==> src/rtl/core/bl2x_pkg.sv <==
package bl2x_pkg;

  // fixed field widths
  localparam int XY_W       = 11;
  localparam int ROW_W      = 10;
  localparam int ROW_LIMIT  = 1024;
  localparam int CFG_W      = 11;
  localparam int CFG_ADDR_W = 2;

  localparam int RESET_LOW_WIDTH  = 640;
  localparam int RESET_LOW_HEIGHT = 360;

  // register indexes
  localparam logic [CFG_ADDR_W-1:0] REG_LOW_WIDTH  = 2'd0;
  localparam logic [CFG_ADDR_W-1:0] REG_LOW_HEIGHT = 2'd1;

  // result order within one cell
  localparam logic [1:0] BEAT_RIGHT  = 2'd0;
  localparam logic [1:0] BEAT_BELOW  = 2'd1;
  localparam logic [1:0] BEAT_CENTER = 2'd2;

  // full-res top-left corner of a cell
  typedef struct packed {
    logic [XY_W-1:0] x;
    logic [XY_W-1:0] y;
  } cell_pos_t;

  typedef struct packed {
    logic emit;      // item closes a cell
    logic last_col;  // item sits in the last column of the row
  } item_ctl_t;

endpackage

==> src/rtl/core/bl2x_out.sv <==
module bl2x_out #(
  parameter int CHANNEL_BITS = 8
) (
  input  logic                      clk,
  input  logic                      rst_n,
  input  logic                      cell_valid,
  input  bl2x_pkg::cell_pos_t       cell_pos,
  input  logic [3*CHANNEL_BITS-1:0] right_color,
  input  logic [3*CHANNEL_BITS-1:0] below_color,
  input  logic [3*CHANNEL_BITS-1:0] center_color,
  output logic                      cell_ready,
  output logic                      res_valid,
  input  logic                      res_ready,
  output logic [bl2x_pkg::XY_W-1:0] res_x,
  output logic [bl2x_pkg::XY_W-1:0] res_y,
  output logic [3*CHANNEL_BITS-1:0] res_color,
  output logic                      res_last
);
  import bl2x_pkg::*;

  localparam int PIX_W = 3 * CHANNEL_BITS;

  logic             busy_r, busy_nxt;
  logic [1:0]       beat_r, beat_nxt;
  cell_pos_t        pos_r;
  logic [PIX_W-1:0] right_r;
  logic [PIX_W-1:0] below_r;
  logic [PIX_W-1:0] center_r;
  logic             cell_load;
  logic             beat_done;

  assign beat_done  = busy_r && res_ready;
  assign cell_ready = !busy_r || (res_ready && beat_r == BEAT_CENTER);
  assign cell_load  = cell_valid && cell_ready;

  always_comb begin
    busy_nxt = busy_r;
    beat_nxt = beat_r;
    if (cell_load) begin
      busy_nxt = 1'b1;
      beat_nxt = BEAT_RIGHT;
    end else if (beat_done) begin
      if (beat_r == BEAT_CENTER) begin
        busy_nxt = 1'b0;
        beat_nxt = BEAT_RIGHT;
      end else begin
        beat_nxt = beat_r + 2'd1;
      end
    end
  end

  always_ff @(posedge clk) begin
    if (!rst_n) begin
      busy_r <= 1'b0;
      beat_r <= BEAT_RIGHT;
    end else begin
      busy_r <= busy_nxt;
      beat_r <= beat_nxt;
    end
  end

  always_ff @(posedge clk) begin
    if (cell_load) begin
      pos_r    <= cell_pos;
      right_r  <= right_color;
      below_r  <= below_color;
      center_r <= center_color;
    end
  end

  // x and y of the corner are even, so +1 just sets bit 0
  always_comb begin
    res_x     = pos_r.x;
    res_y     = pos_r.y;
    res_color = right_r;
    res_last  = 1'b0;
    case (beat_r)
      BEAT_RIGHT: begin
        res_x[0] = 1'b1;
      end
      BEAT_BELOW: begin
        res_y[0]  = 1'b1;
        res_color = below_r;
      end
      BEAT_CENTER: begin
        res_x[0]  = 1'b1;
        res_y[0]  = 1'b1;
        res_color = center_r;
        res_last  = 1'b1;
      end
      default: begin
        res_color = right_r;
      end
    endcase
  end

  assign res_valid = busy_r;

  a_beat_hold: assert property (@(posedge clk) disable iff (!rst_n)
    (busy_r && !res_ready) |=> (busy_r && $stable(beat_r)))
    else $error("beat index moved while receiver stalled");

  a_load_free: assert property (@(posedge clk) disable iff (!rst_n)
    cell_load |-> (!busy_r || (res_ready && beat_r == BEAT_CENTER)))
    else $error("cell loaded over an unfinished cell");

endmodule

==> config.mk <==
export PLATFORM = sky130hd
export DESIGN_NAME = bl2x_out
export DESIGN_NICKNAME = d
export VERILOG_FILES = /design/src/rtl/core/bl2x_pkg.sv /design/src/rtl/core/bl2x_out.sv
export SDC_FILE = /design/constraint.sdc
export NUM_CORES = 1
export LEC_CHECK = 0
export BUFFER_PORTS_ARGS = -buffer_cell sky130_fd_sc_hd__buf_4
export CORE_MARGIN = 2
export CORE_UTILIZATION = 32
export CTS_BUF_LIST = sky130_fd_sc_hd__clkbuf_4 sky130_fd_sc_hd__clkbuf_8
export DETAILED_ROUTE_END_ITERATION = 8
export PLACE_DENSITY = 0.61
export SETUP_SLACK_MARGIN = 0.15
export SLEW_MARGIN = 15
export SYNTH_ARGS = -nofsm -noshare
export SYNTH_HDL_FRONTEND = slang
export SYNTH_SLANG_ARGS = --single-unit
==> constraint.sdc <==
create_clock -name clk -period 6.5 [get_ports clk]
set_clock_uncertainty 0.2 [all_clocks]
set_input_delay 0.325 -clock clk [delete_from_list [all_inputs] [get_ports clk]]
set_output_delay 0.325 -clock clk [all_outputs]
set_load 0.05 [all_outputs]
## After elaboration in Yosys (flattened, before gate mapping)

Cells that the tools add are included.

| storage, ports and cells | value |
|---|---|
| word-level logic and storage cells | 31 |
| flip-flop bits (word level) | 97 |
| output and inout port bits | 49 |

| operators by class | value |
|---|---|
| $add $sub $neg | 1 |
| equality and inequality tests | 2 |
| mux-type cells | 8 |
| bitwise gates (word level) | 1 |
| reductions and logical operators | 12 |

Operators by type and width:

| kind | count |
|---|---|
| 24-bit one-hot mux with 2 select lines | 1 |
| 1-bit two-way mux | 6 |
| 2-bit OR reduction | 3 |
| 2-bit nonzero test | 2 |
| 1-bit logical AND | 3 |
| 2-bit by 1-bit adder with 2-bit output, second input constant | 1 |
| 2-bit by 1-bit equality test with 1-bit output, second input constant | 1 |
| 2-bit equality test, second input constant | 1 |
| 2-bit zero test | 1 |
| 2-bit two-way mux | 1 |
| 2-bit AND reduction | 1 |
| 1-bit zero test | 1 |
| 1-bit logical OR | 1 |
| 1-bit NOT | 1 |

## Longest topological paths before layout

Gate-level depths: netlist of the first run.

| depth | value |
|---|---|
| word-level depth | 6 |
| depth in mapped cells | 6 |
| gate-level depth less buffers | 4 |

## Worst setup path before layout of the first run

No wires, ideal clock.

| path | value |
|---|---|
| path kind | register -> register |
| start point | register beat_r[0] |
| end point | register below_r[0] (enable) |
| arrival time | 2580 ps |
| setup slack | 3308 ps |
| library setup time | 412 ps |
| stages on the path, launching flop included | 6 |
| clock period less this slack | 3192 ps |
| buffers on the path | 1 |
| cell sequence | dfxtp_1 -> inv_1 -> ha_1 -> buf_6 -> a21bo_4 -> and2_2 |

| between the ends | value |
|---|---|
| word-level cells in the longest chain between the ends | 4 |

RTL lines:

| what | line | source |
|---|---|---|
| start: declaration | bl2x_out.sv:24 | `logic [1:0] beat_r, beat_nxt;` |
| start signal: assignment | bl2x_out.sv:58 | `beat_r <= beat_nxt;` |
| 2-bit equality test | bl2x_out.sv:33 | `assign cell_ready = !busy_r \|\| (res_ready && beat_r == BEAT_CENTER);` |
| 1-bit logical AND | bl2x_out.sv:33 |  |
| 1-bit logical OR | bl2x_out.sv:33 |  |
| via cell_ready | bl2x_out.sv:11 | `output logic cell_ready,` |
| 1-bit logical AND | bl2x_out.sv:34 | `assign cell_load = cell_valid && cell_ready;` |
| end signal: assignment | bl2x_out.sv:66 | `below_r <= below_color;` |
| end: declaration | bl2x_out.sv:27 | `logic [PIX_W-1:0] below_r;` |

The timed path passes the listed nets, and every way through them passes these cells.
A chain may end at the register's enable or synchronous reset.

## Worst setup path in the final report of the first run

| path | value |
|---|---|
| start point | register beat_r[0] |
| end point | register right_r[0] (enable) |

| between the ends | value |
|---|---|
| word-level cells in the longest chain between the ends | 4 |

RTL lines:

| what | line | source |
|---|---|---|
| 2-bit equality test | bl2x_out.sv:33 |  |
| 1-bit logical AND | bl2x_out.sv:33 |  |
| 1-bit logical OR | bl2x_out.sv:33 |  |
| 1-bit logical AND | bl2x_out.sv:34 |  |
| end signal: assignment | bl2x_out.sv:65 | `right_r <= right_color;` |
| end: declaration | bl2x_out.sv:26 | `logic [PIX_W-1:0] right_r;` |

Every way passes these cells.

==> flow_summary.yaml, run 1 <==
floorplan:
  io_pins: 147
  coreArea_sq_um: 11000
  core.rowCount: 38
  floorplan.initialDensity_pct: 33.2
  fp.dieH_microns: 111
  dieArea_sq_um: 12300
  floorplan.die.width_microns: 111
clock_network:
  clock_sinks: 97
  clk_latency_ns: 0.35
  post_cts_buffers: 0
  cts_htree_levels: 3
  path_clk_slew_ns: 0.09
  cts_tree: "yes"
  cts_buffers: 9
  cts-root-to-sink-buffers: 2
  clock_tree.root_cell: "clkbuf_8"
placement:
  io_buffer_count: 146
  place.gp.congestion: 0.773
  dp_hpwl_mm: 5.18
  placement.setup.worst_slack_ns: 3.00
drt:
  drc_errors: 0
  drt_first_iter_violations: 96
  detail-route-antenna-nets: 0
  drt_wl_total_mm: 8.54
  post_drt_wl_per_cell_microns: 14.5
  avgViaCountPerCell: 4.34
  firstDrtPassIters: 4
  routed-via-count: 2554
grt:
  gr-usage-all-layers_pct: 13.9
  antenna_found_initial: 0
  grt_first_pass_wirelength_mm: 13.5
  globalRouteOverflowTotal: 0
  grt_max_degree: 49
  first_global_vias: 2744
final_layout:
  mostFrequentLayoutCell: "buf_4"
  layout.cells.most_common_list: "buf_4, dlygate4sd3_1, edfxtp_1"
  final_nets: 546
  flow.area_growth_from_synthesis_pct: 61.4
  insertedDiodeCount: 0
  nFillCells: 911
  drive_gt1_share_pct: 37.9
setup_path:
  cpPeakStageDelay_ns: 0.61
  cpMaxStageDelayCell: "ha_2"
  critPathCaptureType: "flop"
  setup.worst_path.start_class: "flop"
  path_class: "flop to flop"
  reg2reg_capture_point: "right_r[0]"
  crit_fanout: 48
  reg2reg_setup_slack_ns: 3.41
  critical_path.cell_chain: "inv_1 -> ha_2 -> a21bo_4 -> and2_4 -> buf_4"
  critical_path.top_delay_family: "buffers and inverters"
  worstPathRequired_ns: 6.28
  worst_reg2reg_path_depth: 5
  critPathBufInv: 2
  regToRegStartpoint: "beat_r[0]"
  cp.arrival_ns: 2.87
timing:
  rsz0062_at_grt: "false"
  slew_violations: 0
  sum_of_negative_setup_slack_ns: 0
  setup_ws_ns: 3.41
  final_hold_viol_count: 0
  setup_violations: 0
  max_freq_mhz: 324
  finalCritPeriodShare_pct: 47.5
  finalCriticalPeriod_ns: 3.09
  worst-slew-pin-transition_ns: 1.04
  slew_hr_pct: 30.8
synthesis:
  synth_top_family_by_area: "compound AO/OA/AOI/OAI gates"
  synth-seq-cells: 97
  mappedNetlistArea_sq_um: 3640
  synth_sequential_area_ratio_pct: 79.1
  synth-compound-area-share_pct: 9.86
  synth-xor-area-share_pct: 0
  muxShareOfSynthArea_pct: 0
  synthSimpleGateAreaFrac_pct: 3.30
  yosys.area_share.adder_pct: 1.72
  post_syn_area_per_cell_sq_um: 16.6
  yosysUniqueCellTypes: 19
  yosys_warnings: 0
  postSynthCellCount: 219
  syn_nets: 322
hold_path:
  hold-path-cell-count: 3
  min_delay_worst_endpoint: "res_valid"
  hold_start: "rst_n"
  hold_path_class: "primary input to flop"
power:
  power.density_nw_per_um2: 234
  static_leakage_uw: 0.00230
  power.ir.vdd_worst_v: 0.000116
outcome:
  run_status: "finished, final reports clean"
flow_run:
  cap_violations: 0
-- area by class of cell --
| class | instances | area [sq um] | share of cell area (%) |
|---|---|---|---|
| multi-input combinational | 88 | 546 | 9.28 |
| clock inverter | 6 | 66.3 | 1.13 |
| clock buffer | 10 | 131 | 2.23 |
| tap | 140 | 175 | 2.98 |
| timing repair buffer | 243 | 2060 | 35.1 |
| sequential | 97 | 2880 | 49.0 |
| inverter | 4 | 15.0 | 0.255 |
-- worst max path at each step --
stage                            end       from  depth (start not counted)
after detailed placement  below_r[0]  beat_r[0]                          5
after CTS                 below_r[0]  beat_r[0]                          5
after global routing      right_r[3]  beat_r[0]                          5
after global placement      res_x[2]  beat_r[0]                          5
final                     right_r[0]  beat_r[0]                          5
after floorplan           below_r[0]  beat_r[0]                          5
-- Yosys cell counts --
| cell | count | area share [%] |
|---|---|---|
| buf_6 | 1 | 0.31 |
| clkbuf_1 | 2 | 0.21 |
| a221oi_1 | 2 | 0.48 |
| inv_1 | 4 | 0.41 |
| or3_1 | 1 | 0.17 |
| dfxtp_1 | 3 | 1.6 |
| or2_2 | 1 | 0.17 |
| a22oi_1 | 24 | 4.9 |
| a21oi_1 | 25 | 3.4 |
| edfxtp_1 | 94 | 77 |
| a21bo_2 | 2 | 0.55 |
| a21bo_4 | 1 | 0.45 |
| nor2_1 | 24 | 2.5 |
| buf_2 | 6 | 0.82 |
| ha_1 | 5 | 1.7 |
| and2_2 | 1 | 0.21 |
| buf_1 | 1 | 0.10 |
| nand3_1 | 2 | 0.27 |
| buf_4 | 20 | 4.1 |
-- tightest hold or removal path: stages --
cell     delay (ns)
buf_4          0.08
inv_1          0.05
a21oi_1        0.10
-- logic make-up after synthesis --
| kind of cell | after synthesis |
|---|---|
| flip-flops | 97 |
| AO/OA/AOI/OAI | 54 |
| adder cells (fa/ha/maj) | 5 |
| AND/OR/NAND/NOR | 29 |
| buffers and inverters | 34 |
-- sequential cells by signal (all words and copies together), names as in the netlist --
| register | flops |
|---|---|
| beat_r | 2 |
| res_y | 10 |
| res_x | 10 |
| below_r | 24 |
| center_r | 24 |
| right_r | 24 |
| res_valid | 1 |
| pos_r | 2 |
-- layer usage --
layer	vias up	wire length [microns]	global-route usage, %
met2	84	4430	24.5
met5	-	0	0
met4	0	125	4.42
li1	1258	-	-
met3	12	444	3.94
met1	1200	3540	16.4
-- report_power, final --
group          switching (uW)  total, uW  internal (uW)
Combinational             137        249            112
Sequential               8.99        735            726
Clock                     210        393            183
Total                     356       1380           1020
-- stage by stage --
stage | hold WS (ns) | area (sq um) | instances | power (uW) | util, %
after floorplan | 0.224 | 3640 | 219 | 871 | -
after global placement | 0.303 | 4730 | 477 | 950 | 43.0
after detailed placement | 0.304 | 4730 | 477 | 953 | 43.0
after CTS | 0.0230 | 5880 | 588 | 1390 | 53.5
after global routing | 0.0324 | 5880 | 588 | 1430 | 53.5
final | 0.0403 | 5880 | 588 | 1380 | 53.5
-- timing repair --
action                                  in CTS  in global routing
resized for setup                            0                  0
endpoints found under the setup margin       0                  0
hold endpoints to repair                    96                  0
hold buffers                                95                  0
(Power assumes the default switching activity.)
==> inputs of run 2 (changes only) <==
--- a/config.mk
+++ b/config.mk
@@ -10,7 +10,7 @@
 export CORE_UTILIZATION = 32
 export CTS_BUF_LIST = sky130_fd_sc_hd__clkbuf_4 sky130_fd_sc_hd__clkbuf_8
 export DETAILED_ROUTE_END_ITERATION = 8
-export PLACE_DENSITY = 0.61
+export PLACE_DENSITY = 0.63
 export SETUP_SLACK_MARGIN = 0.15
 export SLEW_MARGIN = 15
 export SYNTH_ARGS = -nofsm -noshare
==> constraint.sdc (replaced) <==
create_clock -name clk -period 2.7 [get_ports clk]
set_clock_uncertainty 0.2 [all_clocks]
set_input_delay 0.135 -clock clk [delete_from_list [all_inputs] [get_ports clk]]
set_output_delay 0.135 -clock clk [all_outputs]
set_load 0.05 [all_outputs]
==> flow_summary.yaml, run 2 (same netlist as run 1, synthesis figures left out) <==
outcome:
  run_status: "finished, final reports clean"
clock_network:
  clock_sinks: 97
  clock_tree.root_cell: "clkbuf_8"
  cts_htree_levels: 3
  path_clk_slew_ns: 0.10
  cts-root-to-sink-buffers: 2
  cts_tree: "yes"
  post_cts_buffers: 0
  clk_latency_ns: 0.35
  cts_buffers: 9
final_layout:
  insertedDiodeCount: 0
  postLayoutCellArea_sq_um: 6000
  final_nets: 555
  register_area_sq_um: 2880
  layout_top_registers: "below_r (24), center_r (24), right_r (24)"
  nFillCells: 865
  mostFrequentLayoutCell: "buf_4"
  multi_input_area_sq_um: 558
  layout.cells.most_common_list: "buf_4, dlygate4sd3_1, edfxtp_1"
  flow.area_growth_from_synthesis_pct: 64.8
  drive_gt1_share_pct: 38.5
floorplan:
  coreArea_sq_um: 11000
  core.rowCount: 38
  floorplan.initialDensity_pct: 33.2
  fp.dieH_microns: 111
  io_pins: 147
  dieArea_sq_um: 12300
  floorplan.die.width_microns: 111
setup_path:
  cpMaxStageDelayCell: "dfxtp_1"
  path_class: "flop to primary output"
  critPathCaptureType: "primary output"
  crit_fanout: 26
  setup.worst_path.start_class: "flop"
  reg2reg_setup_slack_ns: 0.58
  cpPeakStageDelay_ns: 0.35
  cp.arrival_ns: 2.03
  critPathMostFrequentCell: "buf_4"
  critical_path.cell_chain: "inv_1 -> ha_2 -> buf_4 -> a22oi_1 -> a21oi_1 -> buf_4"
  worstPathRequired_ns: 2.37
grt:
  antenna_found_initial: 0
  first_global_vias: 2855
  grt_first_pass_wirelength_mm: 14.2
  gr-usage-all-layers_pct: 15.1
  globalRouteOverflowTotal: 0
  grt_max_degree: 36
timing:
  slew_hr_pct: 77.3
  final_hold_viol_count: 0
  worst-slew-pin-transition_ns: 0.341
  rsz0062_at_grt: "false"
  finalCritPeriodShare_pct: 87.6
  slew_violations: 0
  setup_violations: 0
  sum_of_negative_setup_slack_ns: 0
  max_freq_mhz: 423
  finalCriticalPeriod_ns: 2.37
drt:
  drt_first_iter_violations: 143
  detail-route-antenna-nets: 0
  routed-via-count: 2630
  avgViaCountPerCell: 4.41
  drc_errors: 0
  drt_wl_total_mm: 9.06
  post_drt_wl_per_cell_microns: 15.2
  firstDrtPassIters: 6
power:
  static_leakage_uw: 0.00237
  power.density_nw_per_um2: 556
  power.ir.vdd_worst_v: 0.000259
flow_run:
  cap_violations: 0
hold_path:
  hold_path_class: "primary input to flop"
placement:
  dp_hpwl_mm: 5.37
  place.gp.congestion: 0.732
  area_of_placed_instances_sq_um: 4810
  io_buffer_count: 146
-- run 2: changes by cell type in the layout (fill, tap and decap cells not counted), sizes merged --
cell and delta:
clkinv +2, inv -1, dlygate4sd3 +4, clkbuf +1
clkinvlp -2, buf +5
-- run 2: report_power, final --
group | internal, uW | total [uW] | switching (uW)
registers | 1750 | 1770 | 23.1
logic | 286 | 623 | 338
clock network | 448 | 943 | 494
-- run 2: cell type report --
class	instances	share of cell area, %
tap	140	2.92
clock inverter	5	0.938
timing repair buffer	252	36.3
multi-input combinational	88	9.30
inverter	4	0.250
clock buffer	11	2.31
sequential	97	48.0
-- run 2: worst paths after layout --
path                   startpoint           end  cells after the start
setup / recovery        beat_r[0]  res_color[5]                      6
hold / removal    below_color[23]   below_r[23]                      2
setup reg to reg        beat_r[0]     beat_r[1]                      5
hold reg to reg         res_valid     res_valid                      2
-- run 2: routing by layer --
metal  wire [microns]  vias to the layer above  track usage, %
met4               95                        0            5.00
met3              472                        9            4.65
met5                0                        -               0
met1             3540                     1257            16.6
met2             4960                       89            27.5
li1                 -                     1275               -
-- run 2: through the flow --
| step | std cells | util [%] | power, uW | setup slack [ns] | hold WS (ns) |
|---|---|---|---|---|---|
| after floorplan | 219 | - | 2100 | 0.156 | 0.0339 |
| final | 597 | 54.7 | 3340 | 0.334 | 0.279 |
| after CTS | 597 | 54.6 | 3370 | 0.262 | 0.256 |
| after detailed placement | 482 | 43.8 | 2310 | 0.677 | 0.114 |
| after global routing | 597 | 54.7 | 3480 | 0.199 | 0.253 |
| after global placement | 482 | 43.8 | 2300 | 0.732 | 0.113 |
-- run 2: timing repair --
action                     CTS  global route
hold endpoints to repair    97             0
resized for setup            0             1
setup endpoints to repair    0             1
hold buffers                99             0
-- run 2: critical path: cells and delay by family (launching register included) --
kind | cells | cell delay (ns)
buffers and inverters | 3 | 0.71
AO/OA/AOI/OAI | 2 | 0.38
flip-flops | 1 | 0.35
adder cells (fa/ha/maj) | 1 | 0.23
