==> src/rtl/core/bl2x_pkg.sv <==
package bl2x_pkg;

  // fixed field widths
  localparam int XY_W       = 11;
  localparam int ROW_W      = 10;
  localparam int ROW_LIMIT  = 1024;
  localparam int CFG_W      = 11;
  localparam int CFG_ADDR_W = 2;

  localparam int RESET_LOW_WIDTH  = 640;
  localparam int RESET_LOW_HEIGHT = 360;

  // register indexes
  localparam logic [CFG_ADDR_W-1:0] REG_LOW_WIDTH  = 2'd0;
  localparam logic [CFG_ADDR_W-1:0] REG_LOW_HEIGHT = 2'd1;

  // result order within one cell
  localparam logic [1:0] BEAT_RIGHT  = 2'd0;
  localparam logic [1:0] BEAT_BELOW  = 2'd1;
  localparam logic [1:0] BEAT_CENTER = 2'd2;

  // full-res top-left corner of a cell
  typedef struct packed {
    logic [XY_W-1:0] x;
    logic [XY_W-1:0] y;
  } cell_pos_t;

  typedef struct packed {
    logic emit;      // item closes a cell
    logic last_col;  // item sits in the last column of the row
  } item_ctl_t;

endpackage

==> src/rtl/core/bl2x_interp.sv <==
module bl2x_interp #(
  parameter int CHANNEL_BITS = 8
) (
  input  logic                        clk,
  input  logic                        rst_n,
  input  logic                        load,
  input  logic [3*CHANNEL_BITS-1:0]   load_px,
  input  logic [3*CHANNEL_BITS-1:0]   load_bl,
  input  bl2x_pkg::cell_pos_t         load_pos,
  input  bl2x_pkg::item_ctl_t         load_ctl,
  output logic                        ready,
  input  logic [3*CHANNEL_BITS-1:0]   rd_data,
  input  logic                        out_ready,
  output logic                        cell_valid,
  output bl2x_pkg::cell_pos_t         cell_pos,
  output logic [3*CHANNEL_BITS-1:0]   right_color,
  output logic [3*CHANNEL_BITS-1:0]   below_color,
  output logic [3*CHANNEL_BITS-1:0]   center_color
);
  import bl2x_pkg::*;

  localparam int CB    = CHANNEL_BITS;
  localparam int PIX_W = 3 * CB;

  function automatic logic [PIX_W-1:0] mean2(input logic [PIX_W-1:0] a,
                                             input logic [PIX_W-1:0] b);
    logic [PIX_W-1:0] r;
    logic [CB:0]      s;
    r = '0;
    for (int k = 0; k < 3; k++) begin
      s = {1'b0, a[k*CB +: CB]} + {1'b0, b[k*CB +: CB]};
      r[k*CB +: CB] = s[CB:1];
    end
    return r;
  endfunction

  function automatic logic [PIX_W-1:0] mean4(input logic [PIX_W-1:0] a,
                                             input logic [PIX_W-1:0] b,
                                             input logic [PIX_W-1:0] c,
                                             input logic [PIX_W-1:0] d);
    logic [PIX_W-1:0] r;
    logic [CB+1:0]    s;
    r = '0;
    for (int k = 0; k < 3; k++) begin
      s = {2'b00, a[k*CB +: CB]} + {2'b00, b[k*CB +: CB]}
        + {2'b00, c[k*CB +: CB]} + {2'b00, d[k*CB +: CB]};
      r[k*CB +: CB] = s[CB+1:2];
    end
    return r;
  endfunction

  logic             s1_valid_r, s1_valid_nxt;
  logic [PIX_W-1:0] px_r;
  logic [PIX_W-1:0] bl_r;
  cell_pos_t        pos_r;
  item_ctl_t        ctl_r;
  logic [PIX_W-1:0] prev_tr_r;
  logic [PIX_W-1:0] edge_px_r;
  logic [PIX_W-1:0] tr;
  logic [PIX_W-1:0] tl;
  logic             adv;

  // last column is held in a register, the store keeps the other columns
  assign tr  = ctl_r.last_col ? edge_px_r : rd_data;
  // top-left is the top-right read by the previous item of the row
  assign tl  = prev_tr_r;
  assign adv = s1_valid_r && (!ctl_r.emit || out_ready);

  assign ready        = !s1_valid_r || adv;
  assign cell_valid   = s1_valid_r && ctl_r.emit;
  assign cell_pos     = pos_r;
  assign right_color  = mean2(tl, tr);
  assign below_color  = mean2(tl, bl_r);
  assign center_color = mean4(tl, tr, bl_r, px_r);

  always_comb begin
    s1_valid_nxt = s1_valid_r;
    if (load) begin
      s1_valid_nxt = 1'b1;
    end else if (adv) begin
      s1_valid_nxt = 1'b0;
    end
  end

  always_ff @(posedge clk) begin
    if (!rst_n) begin
      s1_valid_r <= 1'b0;
      ctl_r      <= '0;
    end else begin
      s1_valid_r <= s1_valid_nxt;
      if (load) begin
        ctl_r <= load_ctl;
      end
    end
  end

  always_ff @(posedge clk) begin
    if (load) begin
      px_r  <= load_px;
      bl_r  <= load_bl;
      pos_r <= load_pos;
    end
    if (adv) begin
      prev_tr_r <= tr;
      if (ctl_r.last_col) begin
        edge_px_r <= px_r;
      end
    end
  end

  a_stall_holds: assert property (@(posedge clk) disable iff (!rst_n)
    (cell_valid && !out_ready) |=> (s1_valid_r && $stable(px_r) && $stable(pos_r)))
    else $error("stalled cell lost its operands");

endmodule

==> config.mk <==
export PLATFORM = sky130hd
export DESIGN_NAME = bl2x_interp
export DESIGN_NICKNAME = d
export VERILOG_FILES = /design/src/rtl/core/bl2x_pkg.sv /design/src/rtl/core/bl2x_interp.sv
export SDC_FILE = /design/constraint.sdc
export NUM_CORES = 1
export LEC_CHECK = 0
export BUFFER_PORTS_ARGS = -buffer_cell sky130_fd_sc_hd__buf_2
export CORE_ASPECT_RATIO = 1.2
export CORE_MARGIN = 4
export CORE_UTILIZATION = 56
export CTS_BUF_LIST = sky130_fd_sc_hd__clkbuf_2 sky130_fd_sc_hd__clkbuf_4 sky130_fd_sc_hd__clkbuf_8
export CTS_CLUSTER_DIAMETER = 150
export DETAILED_ROUTE_END_ITERATION = 6
export PLACE_DENSITY_LB_ADDON = 0.3
export SYNTH_ARGS = -nofsm -noshare
export SYNTH_HDL_FRONTEND = slang
export SYNTH_SLANG_ARGS = --single-unit
==> constraint.sdc <==
create_clock -name clk -period 4.4 [get_ports clk]
set_clock_uncertainty 0.15 [all_clocks]
set_input_delay 0.22 -clock clk [delete_from_list [all_inputs] [get_ports clk]]
set_output_delay 0.22 -clock clk [all_outputs]
set_load 0.03 [all_outputs]
; Word level (Yosys, flattened, before mapping)
; Index checks and enable logic that the tools add are counted.
[totals]
reg_bits = 121
inputBits = 100
output_inout_bits = 96
[op_classes]
addsub = 15
muxes = 3
reduce_logical = 8
[op_table]
columns = cell, n
row1 = $add 8x8->9, 9
row2 = $add 10x8->10, 3
row3 = $add 9x8->10, 3
row4 = $mux 24, 1
row5 = $logic_and 1x1->1, 2
row6 = $logic_not 1->1, 2
row7 = $logic_or 1x1->1, 2
row8 = $mux 1, 2
row9 = $reduce_and 2->1, 1
row10 = $reduce_bool 2->1, 1

; Depth between registers and ports, before layout
; Gate-level depths: netlist of run 1.
[logic_depth]
depth_word = 5
ltp_mapped = 12

; Worst setup path after synthesis of run 1
; No wires, ideal clock.
[synth_timing]
path_kind = flip-flop to output port
start = reg ctl_r[0] (netlist bit)
end = out center_color[13]
arrival_time_ns = 3.176
path_slack_ns = 0.854
path_stages_with_launch = 12
n_path_buf = 2
path_cell_list = dfxtp_1 -> buf_6 -> buf_2 -> mux2i_1 -> inv_1 -> fa_1 -> and3_1 -> fa_1 -> a21o_1 -> a21oi_1 -> o21ai_1 -> xor2_1
[synth_between]
elab_chain_len = 4
[synth_rtl]
columns = element, line_no
row1 = start: declaration, bl2x_interp.sv:56  ; item_ctl_t ctl_r;
row2 = start signal: assignment, bl2x_interp.sv:92  ; ctl_r <= load_ctl;
row3 = $mux 24, bl2x_interp.sv:64  ; assign tr = ctl_r.last_col ? edge_px_r : rd_data;
row4 = named net tr[9], bl2x_interp.sv:59  ; logic [PIX_W-1:0] tr;
row5 = $add 8x8->9, bl2x_interp.sv:45  ; s = {2'b00, a[k*CB +: CB]} + {2'b00, b[k*CB +: CB]}
row6 = $add 9x8->10, bl2x_interp.sv:46  ; + {2'b00, c[k*CB +: CB]} + {2'b00, d[k*CB +: CB]};
row7 = $add 10x8->10, bl2x_interp.sv:46
row8 = end: declaration, bl2x_interp.sv:18  ; output logic [3*CHANNEL_BITS-1:0] center_color
; The timed path passes the listed nets, and every way through them passes these cells.

; Worst setup path after layout of run 1
[layout_timing]
start = reg prev_tr_r[9]
end = out center_color[15]
[layout_between]
elab_chain_len = 3
[layout_rtl]
columns = element, line_no
row1 = start: declaration, bl2x_interp.sv:57  ; logic [PIX_W-1:0] prev_tr_r;
row2 = start signal: assignment, bl2x_interp.sv:104  ; prev_tr_r <= tr;
row3 = $add 8x8->9, bl2x_interp.sv:45
row4 = $add 9x8->10, bl2x_interp.sv:46
row5 = $add 10x8->10, bl2x_interp.sv:46
; Every way passes these cells.

==> impl_metrics.csv, run 1 <==
group,metric,value,unit
floorplanning,start_util,57.2,%
clocking,cts_setup_buffers,0,
routing,wl,20600,µm
timing,worst_slack,0.150,ns
clocking,clockRootBuffer,"clkbuf_8",
timing,tightestPinTransition,0.714,ns
placed_design,gp_congestion,0.871,
clocking,cts-buffers-inserted,17,
logic_synthesis,syn_area,7940,µm²
setup_path,cp_num_cells,12,
setup_path,crit_path_top_delay_cell,"fa_1",
setup_path,worst_ep_arrival_time,3.88,ns
run_status,outcome,"finished, final reports clean",
finish,nets,1171,
timing,hold_violations,0,
logic_synthesis,yosysTopAreaCell,"edfxtp_1",
logic_synthesis,async_flop_share,0,%
setup_path,cpPeakStageDelay,0.45,ns
floorplanning,chipWidth,117,µm
setup_path,timing.rr.end,"prev_tr_r[15]$_DFFE_PP_",
finish,diodes,0,
routing,vias_per_cell,5.30,
timing,slew_headroom,52.4,%
setup_path,startpoint_type,"flop",
routing,drcViolationCount,0,
grt,track_usage,26.2,%
logic_synthesis,synth_top_area_share,44.6,%
timing,setup_tns,0,ns
timing,rsz0062_at_grt,"no",
power_and_ir_drop,leakagePower,4.88,nW
finish,fill_cells,922,
hold_path,hold_class,"input pin to flop",
timing,finalMaxSlewViolations,0,
logic_synthesis,syn_avg_cell_area,12.2,µm²
setup_path,crit_chain,"inv_1 > fa_1 > inv_1 > fa_1 > and3_1 > fa_1 > a21o_1 > a21oi_1 > o21ai_1 > a21o_1 > a21o_1 > buf_2",
clocking,cts.path.max_buffers,2,
setup_path,crit_buf_inv,3,
finish,drive_above_1_share,26.9,%
finish,area_growth,30.3,%
grt,first_global_vias,6613,
setup_path,crit_family,"adder cells",
clocking,clock-sinks,121,
placed_design,port_buffers,195,
routing,drtIter0Drc,245,
grt,grt.busiest_layer,"met2",
setup_path,endpoint_kind,"primary output",
clocking,clk_latency,0.46,ns
floorplanning,die-area,16200,µm²
clocking,cts_tree,"yes",
logic_synthesis,yosysSeqAreaShare,45.4,%
grt,grt_overflow_total,0,
floorplanning,std_cell_rows,47,
logic_synthesis,ys_seq_elements,121,
grt,grt_pass1_wl,32500,µm
logic_synthesis,yosysUniqueCellTypes,40,
floorplanning,die_h,138,µm
clocking,cts_max_level,4,
timing,period_share,96.6,%
clocking,cts_resized,0,
grt,grt.met2_usage,46.2,%
floorplanning,ioPinCount,196,
timing,finalCriticalPeriod,4.25,ns
routing,via_count,6026,
setup_path,endpoint,"center_color[15]",
logic_synthesis,synthTopCellsByArea,"edfxtp_1 45%, fa_1 14%, ha_1 9.9%, inv_1 6.6%, xnor2_1 3.3%",
logic_synthesis,synth-main-ff-cell,"edfxtp_1",
setup_path,critPathMaxFanout,3,
placed_design,post-place-ws,0.701,ns
timing,finalSetupViolations,0,
floorplanning,core,13900,µm²
routing,wire_per_inst,18.1,µm
logic_synthesis,synth_most_common_cell,"inv_1",
setup_path,crit_type,"flop to primary output",
grt,grt_max_degree,48,
setup_path,rrSetupSlack,2.55,ns
logic_synthesis,netlist_instances,653,
logic_synthesis,synth_edf_count,118,
routing,firstDrtPassIters,5,
grt,grt_util_met3,6.51,%
setup_path,ff2ff_path_depth,3,
placed_design,placed_cells,1021,
setup_path,r2r-start,"ctl_r[0]$_SDFFE_PN0P_",
power_and_ir_drop,ir_drop,0.000592,V
power_and_ir_drop,power_density,453,nW/µm²
setup_path,worstPathRequired,4.03,ns
finish,final_cells,1137,
setup_path,critical_path.startpoint,"prev_tr_r[9]$_DFFE_PP_",
logic_synthesis,synth_nets,870,
clocking,clk_pin_slew,0.07,ns
timing,fmax,235,MHz
placed_design,hpwl,14800,µm
flow_run,cap_violations,0,
grt,met1_usage,30.7,%
logic_synthesis,ys_top_cells_by_count,"140 x inv_1, 118 x edfxtp_1, 63 x ha_1, 54 x fa_1",
grt,antenna_found_initial,0,
routing,postRouteAntennaNets,0,
logic_synthesis,yosys_warnings,0,
[cells by family after synthesis]
group,count (synthesis),share of synthesized area (%)
buffers and inverters,143,6.89
DFF,121,45.4
adders and majority gates,117,23.5
AOI/OAI and AO/OA,98,8.82
and+or+nand+nor,97,5.97
xor gates and xnor gates,51,5.63
muxes,26,3.77
[worst min-delay path, cell delays in order]
cell	delay, ns
buf_2	0.08
mux2i_1	0.10
inv_1	0.10
[stage by stage]
stage	hold WS, ns	cell area (µm²)	power [mW]	util [%]
after floorplan	0.169	7940	3.09	-
after global placement	0.246	9150	3.66	65.9
after detailed placement	0.248	9150	3.72	65.9
after CTS	0.00200	10300	4.69	74.6
after global routing	0.0227	10300	4.94	74.6
final	0.0214	10300	4.69	74.6
[registers in the layout, indices dropped and copies added (netlist names)]
signal,count
edge_px_r,24
s1_valid_r,1
prev_tr_r,24
ctl_r,2
cell_pos,22
bl_r,24
px_r,24
[routing by layer]
layer	wire length, µm	up-vias
met5	0	-
met4	462	0
met3	1180	40
met2	10900	208
met1	8050	2951
li1	-	2827
[where the power goes]
group,total [mW],switching [mW],leakage [nW],internal [mW]
combinational,2.39,1.55,3.56,0.835
clock,0.908,0.510,0.168,0.398
sequential,1.39,0.0467,1.15,1.35
total,4.69,2.11,4.88,2.58
[worst min-delay path by stage]
stage,startpoint,to,slack (ns),depth (start not counted)
6_report,rd_data[22],prev_tr_r[22]$_DFFE_PP_,0.02,3
2_1_floorplan,load_bl[0],bl_r[0]$_DFFE_PP_,0.17,0
3_5_place_dp,load_bl[13],bl_r[13]$_DFFE_PP_,0.25,1
3_3_place_gp,load_pos[3],cell_pos[3]$_DFFE_PP_,0.25,1
5_1_grt,rd_data[16],prev_tr_r[16]$_DFFE_PP_,0.02,3
4_1_cts,rd_data[22],prev_tr_r[22]$_DFFE_PP_,0.002,3
[final cells by class]
cell class	count	area, µm²	share of cell area (%)
sequential	121	3600	34.8
tap	171	214	2.07
clock buffer	17	234	2.26
clock inverter	14	116	1.12
multi-input combinational	389	3790	36.6
timing repair buffer	285	1860	18.0
inverter	140	526	5.08
[cells in the final DEF (no fill, tap or decap), drive strengths merged, types with 4 or more instances in the layout]
cell type | synthesis | routed
clkinv | 0 | 4
nor2b | 5 | 5
inv | 140 | 146
fa | 54 | 54
o21ai | 17 | 17
xor2 | 21 | 21
xnor2 | 30 | 30
dlygate4sd3 | 0 | 85
nand3 | 13 | 13
nor3 | 11 | 11
mux2i | 25 | 25
a21o | 21 | 21
or2 | 4 | 4
a21oi | 39 | 39
and2 | 4 | 4
nand2 | 33 | 33
and3 | 4 | 4
nand4 | 6 | 6
edfxtp | 118 | 118
a221oi | 7 | 7
ha | 63 | 63
buf | 3 | 200
nor2 | 10 | 10
clkbuf | 0 | 17
clkinvlp | 0 | 4
[timing repair]
action	CTS	global route
hold endpoints to repair	84	0
hold buffers	85	0
endpoints found under the setup margin	0	0
(Power assumes the default switching activity.)
==> run 2, diff against run 1 <==
PLACE_DENSITY = 0.83   (was not set)
PLACE_DENSITY_LB_ADDON = not set   (was 0.3)
==> run 2 against run 1 <==
  * Global-route usage rose by 0.32 points
  * Fmax rose by 1.9%
  * Critical path depth did not move
  * Combinational power barely moved
  * Sequential share of layout area fell by 0.46 points
  * Final area rose by 1.4%
  * Count of clock-buffer cells in the layout rose by 5
  * Register-to-register slack got worse by 0.11 ns
  * Flip-flop and latch count did not move
  * Via count fell by 1.1%
  * Largest cell class unchanged
==> impl_metrics.csv, run 2 (synthesis gave the netlist of run 1 again) <==
group,metric,value,unit
power_and_ir_drop,switchingPower,2.07,mW
setup_path,worstPathRequired,4.03,ns
clocking,cts_tree,"yes",
finish,fill_cells,897,
finish,area_growth,32.2,%
run_status,outcome,"finished, final reports clean",
grt,first_global_vias,6516,
power_and_ir_drop,pwr-share-clk,24.5,%
routing,vias_per_cell,5.23,
clocking,cts-buffers-inserted,17,
grt,grt_pass1_wl,32700,µm
floorplanning,die-area,16200,µm²
timing,hold_violations,0,
floorplanning,ioPinCount,196,
setup_path,crit_chain,"inv_1 > fa_1 > inv_1 > fa_1 > and3_1 > fa_1 > a21o_1 > a21oi_1 > o21ai_1 > a21o_1 > a21o_1 > buf_2",
timing,tightestPinTransition,0.994,ns
power_and_ir_drop,p_int,2.92,mW
routing,postRouteAntennaNets,0,
finish,diodes,0,
placed_design,placed_cell_area,9150,µm²
timing,slew_headroom,33.8,%
finish,final_cell_area,10500,µm²
timing,whs,0.0249,ns
routing,wl,20600,µm
clocking,cts.path.max_buffers,2,
timing,finalMaxSlewViolations,0,
placed_design,port_buffers,195,
grt,antenna_found_initial,0,
clocking,cts_setup_buffers,0,
clocking,clockRootBuffer,"clkbuf_8",
setup_path,crit_path_top_delay_cell,"fa_1",
routing,drtIter0Drc,313,
power_and_ir_drop,leakagePower,4.96,nW
timing,finalSetupViolations,0,
floorplanning,core,13900,µm²
grt,grt_overflow_total,0,
setup_path,endpoint_kind,"primary output",
routing,firstDrtPassIters,5,
grt,track_usage,26.5,%
power_and_ir_drop,ir_drop,0.000420,V
routing,drcViolationCount,0,
placed_design,hpwl,14000,µm
finish,final_cell_mix,"194 x buf_2, 140 x inv_1, 118 x edfxtp_1",
timing,setup_tns,0,ns
timing,rsz0062_at_grt,"no",
power_and_ir_drop,seqPwrFrac,28.0,%
setup_path,worst_ep_arrival_time,3.80,ns
finish,drive_above_1_share,27.0,%
timing,finalCriticalPeriod,4.17,ns
clocking,cts_max_level,4,
power_and_ir_drop,swShare,41.5,%
placed_design,gp_congestion,0.914,
routing,wire_per_inst,18.1,µm
finish,nets,1172,
floorplanning,chipWidth,117,µm
setup_path,crit_type,"flop to primary output",
setup_path,critPathMaxFanout,3,
clocking,clock-sinks,121,
setup_path,cpPeakStageDelay,0.46,ns
clocking,clk_pin_slew,0.07,ns
floorplanning,std_cell_rows,47,
timing,period_share,94.8,%
clocking,clk_latency,0.45,ns
power_and_ir_drop,combPwrFrac,47.6,%
flow_run,cap_violations,0,
routing,via_count,5960,
finish,final_common_cell,"buf_2",
grt,grt_max_degree,74,
power_and_ir_drop,power_density,476,nW/µm²
hold_path,hold_class,"input pin to flop",
setup_path,startpoint_type,"flop",
floorplanning,die_h,138,µm
floorplanning,start_util,57.2,%
timing,fmax,240,MHz
[run 2: cell count changes in the layout (fill, tap and decap cells not counted), sizes merged]
cell	previous run	this run
inv	146	140
clkinvlp	4	2
bufinv	0	5
clkinv	4	3
dlygate4sd3	85	86
clkbuf	17	22
[run 2: per-stage QoR]
step	instances	worst slack (ns)	utilization, %	total power [mW]
6_report	1139	0.227	75.6	4.99
3_5_place_dp	1021	0.675	65.9	3.70
2_1_floorplan	653	0.854	-	3.09
5_1_grt	1139	0.0374	75.6	5.26
3_3_place_gp	1021	0.752	65.9	3.66
4_1_cts	1139	0.188	75.6	4.98
[run 2: per-layer routing]
metal  track usage, %  share of wire (%)  vias up
li1                 -                  -     2831
met5                0                  0        -
met3             6.42                6.1       32
met2             47.0                 52      208
met4             8.33                1.8        0
met1             31.3                 40     2889
[run 2: final cells by class]
class / count / area (µm²) / area share, %
sequential: 121 / 3610 / 34.4
clock inverter: 10 / 191 / 1.82
tap: 171 / 214 / 2.04
multi-input combinational: 389 / 3790 / 36.1
clock buffer: 22 / 290 / 2.77
inverter: 140 / 526 / 5.01
timing repair buffer: 286 / 1880 / 17.9
[run 2: timing repair]
| action | CTS | global route |
|---|---|---|
| endpoints found under the setup margin | 0 | 2 |
| hold buffers | 86 | 0 |
| resized for setup | 0 | 1 |
| hold endpoints to repair | 85 | 0 |
[run 2: worst max-delay path, delay by kind of cell, from the launching register on]
family,cells,cell delay (ns)
flip-flops,1,0.42
AO/OA/AOI/OAI,5,0.97
buffers and inverters,3,0.46
AND/OR/NAND/NOR,1,0.20
adder cells (fa/ha/maj),3,1.32
[run 2: final timing paths]
path	depth (start not counted)	slack, ns	end	startpoint
max	12	0.23	center_color[7]	prev_tr_r[1]$_DFFE_PP_
min	3	0.02	prev_tr_r[23]$_DFFE_PP_	rd_data[23]
max reg2reg	2	2.44	edge_px_r[0]$_DFFE_PP_	ctl_r[0]$_SDFFE_PN0P_
min reg2reg	0	0.30	edge_px_r[12]$_DFFE_PP_	px_r[12]$_DFFE_PP_
[run 2: power groups by stage]
| stage | Clock [mW] | Sequential, mW | Combinational (mW) |
|---|---|---|---|
| after floorplan | 0 | 1.44 | 1.66 |
| after global placement | 0 | 1.42 | 2.24 |
| after detailed placement | 0 | 1.42 | 2.28 |
| after CTS | 1.23 | 1.39 | 2.35 |
| after global routing | 1.29 | 1.40 | 2.57 |
| final | 1.22 | 1.40 | 2.37 |
